==> src/rtl/dtmi_ram.sv <==
`timescale 1ns / 1ps
module dtmi_ram #(
	parameter int WIDTH = 16,
	parameter int DEPTH = 256
) (
	input  logic                     clk,
	input  logic                     we,
	input  logic [$clog2(DEPTH)-1:0] waddr,
	input  logic [WIDTH-1:0]         wdata,
	input  logic [$clog2(DEPTH)-1:0] raddr,
	output logic [WIDTH-1:0]         rdata
);

	logic [WIDTH-1:0] mem [DEPTH];

	always_ff @(posedge clk) begin
		if (we) begin
			mem[waddr] <= wdata;
		end
		rdata <= mem[raddr];
	end

endmodule

==> config.mk <==
export PLATFORM = sky130hd
export DESIGN_NAME = dtmi_ram
export DESIGN_NICKNAME = d
export VERILOG_FILES = /design/src/rtl/dtmi_ram.sv
export SDC_FILE = /design/constraint.sdc
export NUM_CORES = 2
export LEC_CHECK = 0
export BUFFER_PORTS_ARGS = -buffer_cell sky130_fd_sc_hd__buf_2
export CORE_MARGIN = 8
export CORE_UTILIZATION = 37
export DETAILED_ROUTE_END_ITERATION = 10
export PLACE_DENSITY_LB_ADDON = 0.05
export REMOVE_ABC_BUFFERS = 1
export SETUP_SLACK_MARGIN = 0.05
export SLEW_MARGIN = 20
export SYNTH_ARGS = -nofsm -noshare
export SYNTH_HDL_FRONTEND = slang
export SYNTH_SLANG_ARGS = --single-unit
==> constraint.sdc <==
create_clock -name clk -period 2.7 [get_ports clk]
set_input_delay 0.27 -clock clk [delete_from_list [all_inputs] [get_ports clk]]
set_output_delay 0.27 -clock clk [all_outputs]
set_load 0.05 [all_outputs]
==> reports/metrics.cfg <==
[run_status]
outcome=finished clean

[setup_path]
cp.arrival_ns=3.51
end_kind=register
worstSetupPathType=reg -> reg
crit_fanout=1
critPathLaunchType=register
required_ns=3.59

[layout]
postLayoutCellArea_sq_um=191200
final_cells=14670
final_layout_size_suffix_gt1_frac=0.3299
final_cell_mix=edfxtp_1, buf_4, mux4_2
fillCellCount=36290
layout_commonest_cell=edfxtp_1
area_growth_pct=20.46
nets=8622
multi_input_area_sq_um=33580
final-seq-area_sq_um=123300

[route]
ant_nets=0
drt-initial-drc-count=8053
drtPass1Iterations=8
avgRoutedWirePerCell_um=34.20
remaining_drc_errors=0
num_vias=80930
wirelength_um=501600
vias_per_cell=5.517

[clock_tree]
cts_tree=yes
path_clk_slew_ns=0.06
cts_root_buffer=clkbuf_16
cts_buffers=452
post_cts_buffers=0
h-tree-depth=5
insertion_delay_ns=1.00
cts_sinks=4112
cts_buffer_depth=4

[timing]
slew_headroom=0.2570
period_share=0.9704
slew_viol_final=0
rsz0062_at_grt=true
hold_viol_final=0
worst_clock_skew_ns=0.05079
min_period_ns=2.620
finalSetupViolCount=0
worst_slew_pin_slew_ns=1.106
fmax_ghz=0.3817

[yosys]
synthCells=7360
yosys_warnings=0
synth.top_cell.area_share=0.7750
synth_edf_count=4096
synthTopCellsByArea=edfxtp_1, mux4_2, mux2i_1
synthArstFlopShare=0
syn_avg_cell_area_sq_um=21.56
synthesis.area_sq_um=158700
synth_largest_area_cell=edfxtp_1
synth.distinct_cells=52
ys_seq_area_frac=0.7770
synth-seq-cells=4112
synth_flop_cell=edfxtp_1

[die]
die_area_sq_um=450200
dieWidth_um=671.0
rows=240
coreArea_sq_um=427300
initial_utilization=0.3714
fp.dieH_um=671.0
ios=50

[placement]
post-dp-hpwl_um=319600
dpl-instance-area_sq_um=176300
dp.cells=13800
portBuffers=49
gp_congestion=0.8508

[pwr]
pwr_density_cell_nw_per_um2=727.4
p_leak_nw=61.79
ir_drop_v=0.0005783
finalPower_mw=139.1

[global_route]
overflow=0
antenna_found_initial=35
grt_max_degree=107
grt_first_pass_wirelength_um=692200
grt_pass1_vias=82670
track_usage=0.2184

[hold_path]
hp-class=in -> reg

[run]
maxCapViolCount=0

==> state kept, by name (all words and copies together) (netlist names) <==
signal  count
mem      4096
rdata      16
==> worst max-delay path: stages, from the launching register on <==
cell and delay [ns]:
edfxtp_1 0.36, mux4_2 0.49, mux2_2 0.31, a22oi_2 0.47, nand2_1 0.24, o32ai_4 0.45, buf_12 0.16, nor4_1 0.05
==> final cells by class <==
class,instances,area share
clock inverter,254,0.01255
tap,5687,0.03722
antenna,14,0.0001832
inverter,4,0.0001440
sequential,4112,0.6450
timing repair buffer,1226,0.06660
multi-input combinational,2792,0.1756
clock buffer,579,0.06268
==> routing by layer <==
layer / vias to the layer above / GRT usage / share of wire
li1: 33900 / - / -
met1: 44200 / 0.3107 / 0.44
met2: 2260 / 0.3563 / 0.48
met3: 571 / 0.03484 / 0.055
met4: 4 / 0.04663 / 0.024
met5: - / 0 / 0.000054
==> Yosys cell counts, types with 18 or more instances <==
library cell,count
buf_1,27
o221ai_1,252
edfxtp_1,4096
nand4_1,26
buf_6,77
o21ai_0,37
a22oi_1,43
mux4_2,797
mux2i_1,565
a221oi_1,28
nor3_1,92
o22ai_1,148
clkbuf_1,230
buf_4,26
o32ai_1,20
a21oi_1,175
buf_2,76
nor2_1,304
nand3_1,35
a22o_1,32
nand2_1,38
mux2_2,88
a211oi_1,18
==> metrics by stage <==
step | utilization | worst slack [ns] | setup TNS, ns | hold slack (ns)
2_1_floorplan | - | -4.065 | -63.06 | 0.3689
3_3_place_gp | 0.4126 | -1.563 | -15.87 | 0.6555
3_5_place_dp | 0.4127 | -1.185 | -14.76 | 0.6585
4_1_cts | 0.4471 | 0.05103 | 0 | 0.01403
5_1_grt | 0.4474 | 0.01392 | 0 | 0.08296
6_report | 0.4474 | 0.07993 | 0 | 0.1007
==> cells by family after synthesis <==
kind of cell / share of synthesized area
flip-flops: 0.7770
buffers and inverters: 0.01693
AO/OA/AOI/OAI: 0.03537
AND/OR/NAND/NOR: 0.01574
multiplexers: 0.1550
==> path summary, 6_finish.rpt <==
| kind | from | end | slack, ns | cells past startpoint |
|---|---|---|---|---|
| hold reg to reg | mem[106][15]$_DFFE_PP_ | rdata[15]$_DFF_P_ | 1.14 | 6 |
| setup reg to reg | mem[10][14]$_DFFE_PP_ | rdata[14]$_DFF_P_ | 0.08 | 7 |
| hold / removal | raddr[6] | rdata[4]$_DFF_P_ | 0.10 | 5 |
| setup / recovery | mem[10][14]$_DFFE_PP_ | rdata[14]$_DFF_P_ | 0.08 | 7 |
==> power by group <==
| part | total [mW] | internal, mW | leakage [nW] | switching (mW) |
|---|---|---|---|---|
| registers | 70.5 | 70.4 | 36.9 | 0.142 |
| clock network | 60.3 | 34.9 | 7.03 | 25.4 |
| logic | 8.27 | 3.12 | 17.8 | 5.14 |
| total | 139 | 108 | 61.8 | 30.7 |
==> what timing repair did <==
| item | CTS | global route |
|---|---|---|
| gates resized for setup | 23 | 16 |
| endpoints found under the hold margin | 1773 | 0 |
| hold buffers | 17 | 0 |
| pin swaps | 4 | 6 |
| setup endpoints to repair | 11 | 8 |
(Power assumes the default switching activity.)
